**config.mk**
```make
export PLATFORM = sky130hd
export DESIGN_NAME = hsv_color_window_centroid
export DESIGN_NICKNAME = d
export VERILOG_FILES = /design/src/sv/hcwc_pkg.sv /design/src/sv/hcwc_color_match.sv /design/src/sv/hcwc_divider.sv /design/src/sv/hcwc_datapath.sv /design/src/sv/hcwc_ctrl.sv /design/src/sv/hsv_color_window_centroid.sv
export SDC_FILE = /design/constraint.sdc
export NUM_CORES = 2
export LEC_CHECK = 0
export BUFFER_PORTS_ARGS = -buffer_cell sky130_fd_sc_hd__buf_2
export CAP_MARGIN = 20
export CELL_PAD_IN_SITES_DETAIL_PLACEMENT = 1
export CELL_PAD_IN_SITES_GLOBAL_PLACEMENT = 1
export CORE_UTILIZATION = 35
export DETAILED_ROUTE_END_ITERATION = 16
export PLACE_DENSITY_LB_ADDON = 0.1
export SETUP_SLACK_MARGIN = 0.1
export SLEW_MARGIN = 40
export SYNTH_ARGS = -nofsm -noshare
export SYNTH_HDL_FRONTEND = slang
export SYNTH_SLANG_ARGS = --single-unit
export TNS_END_PERCENT = 10
```
**constraint.sdc**
```tcl
create_clock -name clk_i -period 10 [get_ports clk_i]
set_input_delay 0.5 -clock clk_i [delete_from_list [all_inputs] [get_ports clk_i]]
set_output_delay 0.5 -clock clk_i [all_outputs]
set_load 0.005 [all_outputs]
```
**src/sv/hcwc_pkg.sv**
```systemverilog
// Package for the HSV color window centroid block.
// Holds field widths, register reset values, request and result types,
// and the control and status bundles shared by the controller and datapath.
`timescale 1ns / 1ps

package hcwc_pkg;

  // Field and accumulator widths.
  localparam int COORD_BITS = 16;
  localparam int COUNT_BITS = 19;
  localparam int SUM_BITS   = COORD_BITS + COUNT_BITS;
  localparam int COLOR_BITS = 8;
  localparam int HUE_BITS   = 9;
  localparam int PCT_BITS   = 7;

  // Configuration port.
  localparam int CFG_IDX_BITS  = 3;
  localparam int CFG_DATA_BITS = HUE_BITS;

  // Widths of the exact color ratios.
  localparam int HUE_NUM_BITS = 17;  // up to 360 * 255
  localparam int PCT_NUM_BITS = 15;  // up to 100 * 255

  // Color scale factors.
  localparam int HUE_SCALE = 60;
  localparam int PCT_SCALE = 100;
  localparam int VAL_FULL  = 255;

  // Register reset values.
  localparam logic [HUE_BITS-1:0] HUE_LOW_RST  = 9'd0;
  localparam logic [HUE_BITS-1:0] HUE_HIGH_RST = 9'd80;
  localparam logic [PCT_BITS-1:0] SAT_LOW_RST  = 7'd90;
  localparam logic [PCT_BITS-1:0] SAT_HIGH_RST = 7'd105;
  localparam logic [PCT_BITS-1:0] VAL_LOW_RST  = 7'd36;
  localparam logic [PCT_BITS-1:0] VAL_HIGH_RST = 7'd67;

  // Register indexes.
  typedef enum logic [CFG_IDX_BITS-1:0] {
    CFG_HUE_LOW  = 3'd0,
    CFG_HUE_HIGH = 3'd1,
    CFG_SAT_LOW  = 3'd2,
    CFG_SAT_HIGH = 3'd3,
    CFG_VAL_LOW  = 3'd4,
    CFG_VAL_HIGH = 3'd5
  } cfg_idx_e;

  // Controller states.
  typedef enum logic [1:0] {
    ST_RUN,
    ST_DRAIN,
    ST_LOAD,
    ST_DIV
  } ctrl_state_e;

  // One input request: a colored point.
  typedef struct packed {
    logic signed [COORD_BITS-1:0] pos_x;
    logic signed [COORD_BITS-1:0] pos_y;
    logic signed [COORD_BITS-1:0] pos_z;
    logic [COLOR_BITS-1:0]        red;
    logic [COLOR_BITS-1:0]        green;
    logic [COLOR_BITS-1:0]        blue;
    logic                         point_valid;
    logic                         last_point;
  } point_t;

  // One output request: the frame summary.
  typedef struct packed {
    logic                         found;
    logic [COUNT_BITS-1:0]        match_count;
    logic signed [COORD_BITS-1:0] center_x;
    logic signed [COORD_BITS-1:0] center_y;
    logic signed [COORD_BITS-1:0] center_z;
  } result_t;

  // Color window bounds.
  typedef struct packed {
    logic [HUE_BITS-1:0] hue_low;
    logic [HUE_BITS-1:0] hue_high;
    logic [PCT_BITS-1:0] sat_low;
    logic [PCT_BITS-1:0] sat_high;
    logic [PCT_BITS-1:0] val_low;
    logic [PCT_BITS-1:0] val_high;
  } cfg_t;

  // A point leaving the color test.
  typedef struct packed {
    logic                         valid;
    logic                         last;
    logic                         hit;
    logic signed [COORD_BITS-1:0] pos_x;
    logic signed [COORD_BITS-1:0] pos_y;
    logic signed [COORD_BITS-1:0] pos_z;
  } tested_t;

  // Commands from the controller to the datapath.
  typedef struct packed {
    logic take_point;   // a point request is accepted this cycle
    logic frame_close;  // start the divisions and clear the sums
    logic out_load;     // move the quotients into the result register
  } ctrl_cmd_t;

  // Status from the datapath to the controller.
  typedef struct packed {
    logic last_done;  // the frame's last point is being accumulated
    logic div_busy;   // the dividers are still iterating
  } dp_status_t;

endpackage

```
**src/sv/hcwc_color_match.sv**
```systemverilog
// Two-stage color test: RGB to exact hue, saturation and value ratios,
// then strict window compares by cross-multiplication.
// Depends on hcwc_pkg.
`timescale 1ns / 1ps

module hcwc_color_match (
  input  logic            clk_i,
  input  logic            rst_ni,
  input  logic            take_i,
  input  hcwc_pkg::point_t  point_i,
  input  hcwc_pkg::cfg_t    cfg_i,
  output hcwc_pkg::tested_t tested_o
);
  import hcwc_pkg::*;

  // Stage one combinational signals.
  logic [COLOR_BITS-1:0]   mx, mn, dlt;
  logic signed [11:0]      r12, g12, b12, d12, t_raw, t_fix;
  logic [HUE_NUM_BITS-1:0] hn_d;
  logic [COLOR_BITS-1:0]   hd_d, sd_d;
  logic [PCT_NUM_BITS-1:0] sn_d, vn_d;

  // Stage one registers.
  logic                    s1_valid_q;
  point_t                  s1_pt_q;
  logic [HUE_NUM_BITS-1:0] s1_hn_q;
  logic [COLOR_BITS-1:0]   s1_hd_q, s1_sd_q;
  logic [PCT_NUM_BITS-1:0] s1_sn_q, s1_vn_q;

  // Stage two combinational signals.
  logic [HUE_NUM_BITS-1:0] hue_lo_p, hue_hi_p;
  logic [PCT_NUM_BITS-1:0] sat_lo_p, sat_hi_p, val_lo_p, val_hi_p;
  logic                    hue_ok, sat_ok, val_ok;

  // Stage two registers.
  logic                         s2_valid_q;
  logic                         s2_last_q, s2_hit_q;
  logic signed [COORD_BITS-1:0] s2_x_q, s2_y_q, s2_z_q;

  // Max, min and the hexcone sector term; hue numerator is 60 times it.
  always_comb begin
    mx = point_i.red;
    mn = point_i.red;
    if (point_i.green > mx) mx = point_i.green;
    if (point_i.blue > mx) mx = point_i.blue;
    if (point_i.green < mn) mn = point_i.green;
    if (point_i.blue < mn) mn = point_i.blue;
    dlt = mx - mn;

    r12 = signed'({4'b0, point_i.red});
    g12 = signed'({4'b0, point_i.green});
    b12 = signed'({4'b0, point_i.blue});
    d12 = signed'({4'b0, dlt});

    if (mx == point_i.red) begin
      t_raw = g12 - b12;
    end else if (mx == point_i.green) begin
      t_raw = (d12 <<< 1) + b12 - r12;
    end else begin
      t_raw = (d12 <<< 2) + r12 - g12;
    end
    // Wrap a negative hue by a full turn, which is six sectors.
    t_fix = (t_raw < 0) ? (t_raw + 12'sd6 * d12) : t_raw;

    hn_d = HUE_NUM_BITS'(t_fix[10:0]) * HUE_NUM_BITS'(HUE_SCALE);
    hd_d = (dlt == '0) ? COLOR_BITS'(1) : dlt;
    sn_d = PCT_NUM_BITS'(dlt) * PCT_NUM_BITS'(PCT_SCALE);
    sd_d = (mx == '0) ? COLOR_BITS'(1) : mx;
    vn_d = PCT_NUM_BITS'(mx) * PCT_NUM_BITS'(PCT_SCALE);
  end

  // Stage one valid.
  always_ff @(posedge clk_i or negedge rst_ni) begin
    if (!rst_ni) begin
      s1_valid_q <= 1'b0;
    end else begin
      s1_valid_q <= take_i;
    end
  end

  // Stage one payload.
  always_ff @(posedge clk_i) begin
    if (take_i) begin
      s1_pt_q <= point_i;
      s1_hn_q <= hn_d;
      s1_hd_q <= hd_d;
      s1_sn_q <= sn_d;
      s1_sd_q <= sd_d;
      s1_vn_q <= vn_d;
    end
  end

  // Bounds scaled by each ratio's denominator.
  always_comb begin
    hue_lo_p = HUE_NUM_BITS'(cfg_i.hue_low) * HUE_NUM_BITS'(s1_hd_q);
    hue_hi_p = HUE_NUM_BITS'(cfg_i.hue_high) * HUE_NUM_BITS'(s1_hd_q);
    sat_lo_p = PCT_NUM_BITS'(cfg_i.sat_low) * PCT_NUM_BITS'(s1_sd_q);
    sat_hi_p = PCT_NUM_BITS'(cfg_i.sat_high) * PCT_NUM_BITS'(s1_sd_q);
    val_lo_p = PCT_NUM_BITS'(cfg_i.val_low) * PCT_NUM_BITS'(VAL_FULL);
    val_hi_p = PCT_NUM_BITS'(cfg_i.val_high) * PCT_NUM_BITS'(VAL_FULL);
    hue_ok = (s1_hn_q > hue_lo_p) && (s1_hn_q < hue_hi_p);
    sat_ok = (s1_sn_q > sat_lo_p) && (s1_sn_q < sat_hi_p);
    val_ok = (s1_vn_q > val_lo_p) && (s1_vn_q < val_hi_p);
  end

  // Stage two valid.
  always_ff @(posedge clk_i or negedge rst_ni) begin
    if (!rst_ni) begin
      s2_valid_q <= 1'b0;
    end else begin
      s2_valid_q <= s1_valid_q;
    end
  end

  // Stage two payload.
  always_ff @(posedge clk_i) begin
    if (s1_valid_q) begin
      s2_last_q <= s1_pt_q.last_point;
      s2_hit_q  <= s1_pt_q.point_valid && hue_ok && sat_ok && val_ok;
      s2_x_q    <= s1_pt_q.pos_x;
      s2_y_q    <= s1_pt_q.pos_y;
      s2_z_q    <= s1_pt_q.pos_z;
    end
  end

  // Tested point bundle.
  always_comb begin
    tested_o.valid = s2_valid_q;
    tested_o.last  = s2_last_q;
    tested_o.hit   = s2_hit_q;
    tested_o.pos_x = s2_x_q;
    tested_o.pos_y = s2_y_q;
    tested_o.pos_z = s2_z_q;
  end

endmodule

```
**src/sv/hcwc_divider.sv**
```systemverilog
// Radix-2 restoring divider: signed sum over unsigned count, quotient
// truncated toward zero, one quotient bit per cycle.
// Depends on hcwc_pkg.
`timescale 1ns / 1ps

module hcwc_divider (
  input  logic                                  clk_i,
  input  logic                                  rst_ni,
  input  logic                                  start_i,
  input  logic signed [hcwc_pkg::SUM_BITS-1:0]  dividend_i,
  input  logic [hcwc_pkg::COUNT_BITS-1:0]       divisor_i,
  output logic                                  busy_o,
  output logic signed [hcwc_pkg::COORD_BITS-1:0] quotient_o
);
  import hcwc_pkg::*;

  localparam int StepBits = $clog2(SUM_BITS);
  localparam logic [StepBits-1:0] LastStep = StepBits'(SUM_BITS - 1);

  logic                  busy_q, busy_d;
  logic [StepBits-1:0]   cnt_q, cnt_d;
  logic [COUNT_BITS-1:0] rem_q, rem_d;
  logic [COUNT_BITS-1:0] den_q, den_d;
  logic [SUM_BITS-1:0]   quo_q, quo_d;
  logic                  neg_q, neg_d;
  logic [COUNT_BITS:0]   trial, diff;
  logic                  ge;
  logic [SUM_BITS-1:0]   quo_signed;

  // One shift-and-subtract step; the dividend bits shift out of quo_q
  // as the quotient bits shift in.
  always_comb begin
    trial = {rem_q, quo_q[SUM_BITS-1]};
    diff  = trial - {1'b0, den_q};
    ge    = trial >= {1'b0, den_q};

    busy_d = busy_q;
    cnt_d  = cnt_q;
    rem_d  = rem_q;
    den_d  = den_q;
    quo_d  = quo_q;
    neg_d  = neg_q;

    if (start_i) begin
      busy_d = 1'b1;
      cnt_d  = LastStep;
      rem_d  = '0;
      den_d  = divisor_i;
      neg_d  = dividend_i[SUM_BITS-1];
      quo_d  = dividend_i[SUM_BITS-1] ? (~dividend_i + 1'b1) : dividend_i;
    end else if (busy_q) begin
      rem_d = ge ? diff[COUNT_BITS-1:0] : trial[COUNT_BITS-1:0];
      quo_d = {quo_q[SUM_BITS-2:0], ge};
      cnt_d = cnt_q - 1'b1;
      if (cnt_q == '0) begin
        busy_d = 1'b0;
      end
    end
  end

  // Control registers.
  always_ff @(posedge clk_i or negedge rst_ni) begin
    if (!rst_ni) begin
      busy_q <= 1'b0;
      cnt_q  <= '0;
    end else begin
      busy_q <= busy_d;
      cnt_q  <= cnt_d;
    end
  end

  // Operand and partial result registers.
  always_ff @(posedge clk_i) begin
    rem_q <= rem_d;
    den_q <= den_d;
    quo_q <= quo_d;
    neg_q <= neg_d;
  end

  // Restore the sign; the magnitude never exceeds the coordinate range.
  assign quo_signed = neg_q ? (~quo_q + 1'b1) : quo_q;
  assign quotient_o = quo_signed[COORD_BITS-1:0];
  assign busy_o     = busy_q;

endmodule

```
**src/sv/hcwc_datapath.sv**
```systemverilog
// Datapath: window registers, color test, coordinate sums and count,
// three dividers for the centroid and the result register.
// Depends on hcwc_pkg, hcwc_color_match and hcwc_divider.
`timescale 1ns / 1ps

module hcwc_datapath (
  input  logic                                clk_i,
  input  logic                                rst_ni,
  input  logic                                cfg_we_i,
  input  logic [hcwc_pkg::CFG_IDX_BITS-1:0]   cfg_idx_i,
  input  logic [hcwc_pkg::CFG_DATA_BITS-1:0]  cfg_data_i,
  input  hcwc_pkg::point_t                    point_i,
  input  hcwc_pkg::ctrl_cmd_t                 cmd_i,
  output hcwc_pkg::dp_status_t                sts_o,
  output hcwc_pkg::result_t                   result_o
);
  import hcwc_pkg::*;

  cfg_t                         cfg_q;
  tested_t                      tested;
  logic signed [SUM_BITS-1:0]   sum_x_q, sum_y_q, sum_z_q;
  logic signed [SUM_BITS-1:0]   sum_x_d, sum_y_d, sum_z_d;
  logic [COUNT_BITS-1:0]        count_q, count_d;
  logic [COUNT_BITS-1:0]        frame_cnt_q;
  logic                         add_point;
  logic [2:0]                   div_busy;
  logic signed [COORD_BITS-1:0] quo_x, quo_y, quo_z;
  result_t                      res_q;

  // Window registers.
  always_ff @(posedge clk_i or negedge rst_ni) begin
    if (!rst_ni) begin
      cfg_q.hue_low  <= HUE_LOW_RST;
      cfg_q.hue_high <= HUE_HIGH_RST;
      cfg_q.sat_low  <= SAT_LOW_RST;
      cfg_q.sat_high <= SAT_HIGH_RST;
      cfg_q.val_low  <= VAL_LOW_RST;
      cfg_q.val_high <= VAL_HIGH_RST;
    end else if (cfg_we_i) begin
      case (cfg_idx_i)
        CFG_HUE_LOW:  cfg_q.hue_low  <= cfg_data_i;
        CFG_HUE_HIGH: cfg_q.hue_high <= cfg_data_i;
        CFG_SAT_LOW:  cfg_q.sat_low  <= cfg_data_i[PCT_BITS-1:0];
        CFG_SAT_HIGH: cfg_q.sat_high <= cfg_data_i[PCT_BITS-1:0];
        CFG_VAL_LOW:  cfg_q.val_low  <= cfg_data_i[PCT_BITS-1:0];
        CFG_VAL_HIGH: cfg_q.val_high <= cfg_data_i[PCT_BITS-1:0];
        default: ;
      endcase
    end
  end

  // Color test pipeline.
  hcwc_color_match u_color (
    .clk_i    (clk_i),
    .rst_ni   (rst_ni),
    .take_i   (cmd_i.take_point),
    .point_i  (point_i),
    .cfg_i    (cfg_q),
    .tested_o (tested)
  );

  // Accumulate matches until the count is full; clear at frame close.
  always_comb begin
    add_point = tested.valid && tested.hit && (count_q != '1);
    sum_x_d   = sum_x_q;
    sum_y_d   = sum_y_q;
    sum_z_d   = sum_z_q;
    count_d   = count_q;
    if (cmd_i.frame_close) begin
      sum_x_d = '0;
      sum_y_d = '0;
      sum_z_d = '0;
      count_d = '0;
    end else if (add_point) begin
      sum_x_d = sum_x_q + SUM_BITS'(tested.pos_x);
      sum_y_d = sum_y_q + SUM_BITS'(tested.pos_y);
      sum_z_d = sum_z_q + SUM_BITS'(tested.pos_z);
      count_d = count_q + 1'b1;
    end
  end

  // Sums and count.
  always_ff @(posedge clk_i or negedge rst_ni) begin
    if (!rst_ni) begin
      sum_x_q <= '0;
      sum_y_q <= '0;
      sum_z_q <= '0;
      count_q <= '0;
    end else begin
      sum_x_q <= sum_x_d;
      sum_y_q <= sum_y_d;
      sum_z_q <= sum_z_d;
      count_q <= count_d;
    end
  end

  // Count of the frame under division.
  always_ff @(posedge clk_i) begin
    if (cmd_i.frame_close) begin
      frame_cnt_q <= count_q;
    end
  end

  // Centroid dividers, started together.
  hcwc_divider u_div_x (
    .clk_i      (clk_i),
    .rst_ni     (rst_ni),
    .start_i    (cmd_i.frame_close),
    .dividend_i (sum_x_q),
    .divisor_i  (count_q),
    .busy_o     (div_busy[0]),
    .quotient_o (quo_x)
  );

  hcwc_divider u_div_y (
    .clk_i      (clk_i),
    .rst_ni     (rst_ni),
    .start_i    (cmd_i.frame_close),
    .dividend_i (sum_y_q),
    .divisor_i  (count_q),
    .busy_o     (div_busy[1]),
    .quotient_o (quo_y)
  );

  hcwc_divider u_div_z (
    .clk_i      (clk_i),
    .rst_ni     (rst_ni),
    .start_i    (cmd_i.frame_close),
    .dividend_i (sum_z_q),
    .divisor_i  (count_q),
    .busy_o     (div_busy[2]),
    .quotient_o (quo_z)
  );

  // Result register; an empty frame gives all zeros.
  always_ff @(posedge clk_i) begin
    if (cmd_i.out_load) begin
      res_q.found       <= (frame_cnt_q != '0);
      res_q.match_count <= frame_cnt_q;
      res_q.center_x    <= (frame_cnt_q != '0) ? quo_x : '0;
      res_q.center_y    <= (frame_cnt_q != '0) ? quo_y : '0;
      res_q.center_z    <= (frame_cnt_q != '0) ? quo_z : '0;
    end
  end

  assign result_o        = res_q;
  assign sts_o.last_done = tested.valid && tested.last;
  assign sts_o.div_busy  = |div_busy;

endmodule

```
**src/sv/hcwc_ctrl.sv**
```systemverilog
// Controller: accepts points, closes the frame after its last point has
// been accumulated, sequences the divisions and owns the output valid.
// Depends on hcwc_pkg.
`timescale 1ns / 1ps

module hcwc_ctrl (
  input  logic                 clk_i,
  input  logic                 rst_ni,
  input  logic                 in_valid_i,
  input  logic                 in_last_i,
  output logic                 in_ready_o,
  output logic                 out_valid_o,
  input  logic                 out_ready_i,
  input  hcwc_pkg::dp_status_t sts_i,
  output hcwc_pkg::ctrl_cmd_t  cmd_o
);
  import hcwc_pkg::*;

  ctrl_state_e state_q, state_d;
  logic        out_valid_q, out_valid_d;
  logic        out_free;

  // The result slot can take a new result when empty or being emptied.
  assign out_free = !out_valid_q || out_ready_i;

  // Next state and commands.
  always_comb begin
    state_d    = state_q;
    cmd_o      = '0;
    in_ready_o = 1'b0;
    case (state_q)
      ST_RUN: begin
        in_ready_o       = 1'b1;
        cmd_o.take_point = in_valid_i;
        if (in_valid_i && in_last_i) begin
          state_d = ST_DRAIN;
        end
      end
      ST_DRAIN: begin
        if (sts_i.last_done) begin
          state_d = ST_LOAD;
        end
      end
      ST_LOAD: begin
        cmd_o.frame_close = 1'b1;
        state_d           = ST_DIV;
      end
      ST_DIV: begin
        if (!sts_i.div_busy && out_free) begin
          cmd_o.out_load = 1'b1;
          state_d        = ST_RUN;
        end
      end
      default: begin
        state_d = ST_RUN;
      end
    endcase
  end

  // Output valid flag.
  always_comb begin
    out_valid_d = out_valid_q;
    if (cmd_o.out_load) begin
      out_valid_d = 1'b1;
    end else if (out_ready_i) begin
      out_valid_d = 1'b0;
    end
  end

  // State and flag registers.
  always_ff @(posedge clk_i or negedge rst_ni) begin
    if (!rst_ni) begin
      state_q     <= ST_RUN;
      out_valid_q <= 1'b0;
    end else begin
      state_q     <= state_d;
      out_valid_q <= out_valid_d;
    end
  end

  assign out_valid_o = out_valid_q;

`ifndef NO_ASSERTIONS
  // A pending result is never overwritten.
  a_no_overwrite: assert property (@(posedge clk_i) disable iff (!rst_ni)
    cmd_o.out_load |-> (!out_valid_q || out_ready_i))
    else $error("result overwritten while pending");

  // The dividers are running the cycle after the frame closes.
  a_div_started: assert property (@(posedge clk_i) disable iff (!rst_ni)
    cmd_o.frame_close |=> sts_i.div_busy)
    else $error("dividers did not start");

  // The last point reaches the sums only while the pipeline drains.
  a_last_in_drain: assert property (@(posedge clk_i) disable iff (!rst_ni)
    sts_i.last_done |-> (state_q == ST_DRAIN))
    else $error("last point arrived outside drain");

  // A new result only comes out of the division state.
  a_valid_source: assert property (@(posedge clk_i) disable iff (!rst_ni)
    $rose(out_valid_q) |-> ($past(state_q) == ST_DIV))
    else $error("result raised outside division");
`endif

endmodule

```
**src/sv/hsv_color_window_centroid.sv**
```systemverilog
// Top level of the HSV color window centroid block.
// Depends on hcwc_pkg, hcwc_ctrl and hcwc_datapath.
//
//   channel  direction  handshake                 payload
//   in       input      in_valid_i / in_ready_o   in_req_i  (hcwc_pkg::point_t)
//   out      output     out_valid_o / out_ready_i out_req_o (hcwc_pkg::result_t)
//   cfg      input      cfg_we_i                  cfg_idx_i, cfg_data_i
//
// Within a frame one point request is accepted every cycle.
// After a frame's last point, input stays closed while the color
// pipeline drains, the frame closes, the radix-2 dividers run at one
// quotient bit per cycle, and the quotients are loaded.
// A finished result waits in its own register; the next frame's points
// are accepted meanwhile. If that result is still waiting when the next
// frame's quotients are ready, the load and the input wait until it is
// taken. Reset is asynchronous and active low.
`timescale 1ns / 1ps

module hsv_color_window_centroid (
  input  logic                               clk_i,
  input  logic                               rst_ni,
  input  logic                               in_valid_i,
  output logic                               in_ready_o,
  input  hcwc_pkg::point_t                   in_req_i,
  output logic                               out_valid_o,
  input  logic                               out_ready_i,
  output hcwc_pkg::result_t                  out_req_o,
  input  logic                               cfg_we_i,
  input  logic [hcwc_pkg::CFG_IDX_BITS-1:0]  cfg_idx_i,
  input  logic [hcwc_pkg::CFG_DATA_BITS-1:0] cfg_data_i
);
  import hcwc_pkg::*;

  ctrl_cmd_t  cmd;
  dp_status_t sts;

  // Controller.
  hcwc_ctrl u_ctrl (
    .clk_i       (clk_i),
    .rst_ni      (rst_ni),
    .in_valid_i  (in_valid_i),
    .in_last_i   (in_req_i.last_point),
    .in_ready_o  (in_ready_o),
    .out_valid_o (out_valid_o),
    .out_ready_i (out_ready_i),
    .sts_i       (sts),
    .cmd_o       (cmd)
  );

  // Datapath.
  hcwc_datapath u_dp (
    .clk_i      (clk_i),
    .rst_ni     (rst_ni),
    .cfg_we_i   (cfg_we_i),
    .cfg_idx_i  (cfg_idx_i),
    .cfg_data_i (cfg_data_i),
    .point_i    (in_req_i),
    .cmd_i      (cmd),
    .sts_o      (sts),
    .result_o   (out_req_o)
  );

endmodule
```
==> reports/qor.yml <==
synth_area_um2: 50860
vias_per_cell: 5.085
num_vias: 38982
yosys_most_used_dff: "edfxtp_1"
yosys.area.top_type_share_pct: 20.78
clk_latency_ns: 0.68
synth_mux_area_share_pct: 2.580
synth-adder-area-share_pct: 24.24
rsz0062_at_grt: "yes"
synth_simple_gate_area_share_pct: 13.22
ios: 161
numCtsBuffers: 79
cts-root-buf: "clkbuf_16"
required_ns: 10.39
final_cell_mix: "ha_1 (604), inv_1 (558), nand2_1 (496)"
critPathCaptureType: "register"
grt_max_degree: 139
hold_violations: 0
syn_nets: 6249
final_common_cell: "ha_1"
drc: 18
outcome: "finished, violations left"
n_fill_cell: 16267
cp.arrival_ns: 10.02
die_h_um: 383.2
grt_pass1_wl_um: 231600
synth_edf_count: 352
gp_congestion: 0.8421
tightest_slew_ns: 0.8570
hpwl_um: 111300
area.growth.synth_to_final_pct: 16.60
drt-total-wl_um: 144000
cpPeakStageDelay_ns: 0.52
die_x_um: 383.2
cts_tree: "built"
wl_per_cell_um: 18.79
slowest_stage: "fa_1"
drive_gt1_share_pct: 13.37
rows: 139
path_clk_slew_ns: 0.06
synth.area.top_cells: "edfxtp_1 (21%), ha_1 (15%), fa_1 (8.9%), dfrtp_1 (8.9%), a21oi_1 (4.5%)"
critPathKind: "input port to register"
synth_top_family_by_area: "adder cells"
place_area_um2: 55580
clock_skew_ns: 0.04128
ant_nets: 0
synth-seq-cells: 605
ff2ff_path_depth: 29
worst_setup_path_start_kind: "input port"
worst_hold_path_type: "input port to register"
yosysUniqueCellTypes: 106
yosysTopAreaCell: "edfxtp_1"
avgSynthCellArea_um2: 9.573
io_buffers: 160
grt_usage_pct: 19.89
start_util_pct: 35.36
slew_headroom_pct: 42.86
timing.final.crit_share_pct: 96.25
drt_iter0_drc: 1533
violations: "DRC"
dieArea_um2: 146900
seq_area_frac_synth_pct: 32.70
synth.yosys.warnings: 0
nets: 6630
h-tree-depth: 3
fmax_mhz: 103.9
holdPathStages: 1
final-max-slew-violation-count: 0
finalSetupViolCount: 0
synth_compound_area_share_pct: 14.09
syn_inst: 5313
grt_overflow_total: 0
dr.pass1.iters: 11
r2r_setup_slack_ns: 2.59
core_area_um2: 143800
antenna_found_initial: 10
fin_crit_ns: 9.625
cap_viol_max_count: 0
yosys.area_share.xor_xnor_pct: 7.680
crit_fanout: 5
clock-sinks: 605
synthArstFlopShare_pct: 32.40
clk_path_buf_depth: 3
design_area_um2: 59310
first_global_vias: 41390
critical path, delay by kind of cell:
family,cells,cell delay (ns)
AO/OA/AOI/OAI,21,3.34
adder cells (fa/ha/maj),10,3.25
AND/OR/NAND/NOR,5,0.70
XOR/XNOR,2,0.30
multiplexers,3,0.89
buffers and inverters,11,1.02
final cells by class:
type | count | area, um2 | share of cell area, %
Antenna cell | 2 | 5.005 | 0.008439
Sequential cell | 605 | 16640 | 28.05
Clock inverter | 48 | 603.1 | 1.017
Timing Repair Buffer | 465 | 3329 | 5.614
Tap cell | 1903 | 2381 | 4.015
Inverter | 568 | 2141 | 3.610
Multi-Input combinational cell | 3975 | 31980 | 53.92
Clock buffer | 100 | 2231 | 3.762
logic make-up after synthesis:
family                   Yosys count
AND/OR/NAND/NOR                 1422
AO/OA/AOI/OAI                   1139
adder cells (fa/ha/maj)          850
buffers and inverters            733
flip-flops                       605
XOR/XNOR                         441
multiplexers                     123
sequential cells by signal, indices dropped and copies added (netlist names), 35 cells and up:
name and count:
u_dp.u_color.s1_pt_q 50, u_dp.sum_z_q 35, u_dp.u_div_z.quo_q 35, u_dp.u_div_x.quo_q 35
u_dp.u_div_y.quo_q 35, u_dp.sum_y_q 35, u_dp.sum_x_q 35, u_dp.cfg_q 46
u_dp.result_o 68
worst paths after layout:
check	from	to
setup / recovery	in_req_i[15]	u_dp.u_color.s1_hn_q[16]$_DFFE_PP_
hold / removal	in_req_i[66]	u_dp.u_color.s1_pt_q[66]$_DFFE_PP_
setup reg to reg	u_dp.u_color.s1_hd_q[3]$_SDFFCE_PN0P_	u_dp.u_color.s2_hit_q$_DFFE_PP_
hold reg to reg	u_dp.u_color.s1_pt_q[38]$_DFFE_PP_	u_dp.u_color.s2_z_q[12]$_DFFE_PP_
max in group asynchronous	rst_ni	u_dp.cfg_q[1]$_DFFE_PN1P_
min in group asynchronous	rst_ni	u_dp.sum_z_q[8]$_DFFE_PN0P_
per-layer routing:
layer  share of wire, %  global-route usage [%]  up-vias
met5                  0                       0        -
met4                2.2                   5.319        0
met3                3.1                   2.550      156
met2                 47                   33.11      389
met1                 48                   27.02    19334
li1                   -                       -    19103
stage by stage:
| stage | std cells | utilization [%] | hold WS [ns] | TNS [ns] | setup slack [ns] |
|---|---|---|---|---|---|
| 2_1_floorplan | 5313 | - | 0.2044 | -0.2401 | -0.1299 |
| 3_3_place_gp | 7439 | 38.56 | 0.4023 | -0.8520 | -0.3201 |
| 3_5_place_dp | 7446 | 38.64 | 0.4052 | -1.665 | -0.5301 |
| 4_1_cts | 7636 | 40.91 | 0.001040 | 0 | 0.1451 |
| 5_1_grt | 7665 | 41.23 | 0.01524 | 0 | 0.001362 |
| 6_report | 7666 | 41.23 | 0.07360 | 0 | 0.3753 |
synthesized netlist by cell type (all sizes together), types with 79 or more instances:
| master | count |
|---|---|
| xnor2 | 218 |
| o21bai | 79 |
| nand2 | 498 |
| and2 | 126 |
| dfrtp | 181 |
| clkbuf | 150 |
| edfxtp | 352 |
| inv | 568 |
| o21ai | 198 |
| a21o | 101 |
| fa | 227 |
| a211oi | 87 |
| nor2 | 389 |
| ha | 618 |
| xor2 | 222 |
| a21oi | 457 |
timing repair:
| item | CTS | global route |
|---|---|---|
| endpoints found under the setup margin | 0 | 6 |
| hold buffers | 42 | 0 |
| hold endpoints to repair | 82 | 0 |
| resized for setup | 0 | 54 |
| setup buffers | 0 | 25 |
Power is left out: the tool's default activity adds up to more than one toggle a clock period on the data nets, which glitch-free logic cannot reach.
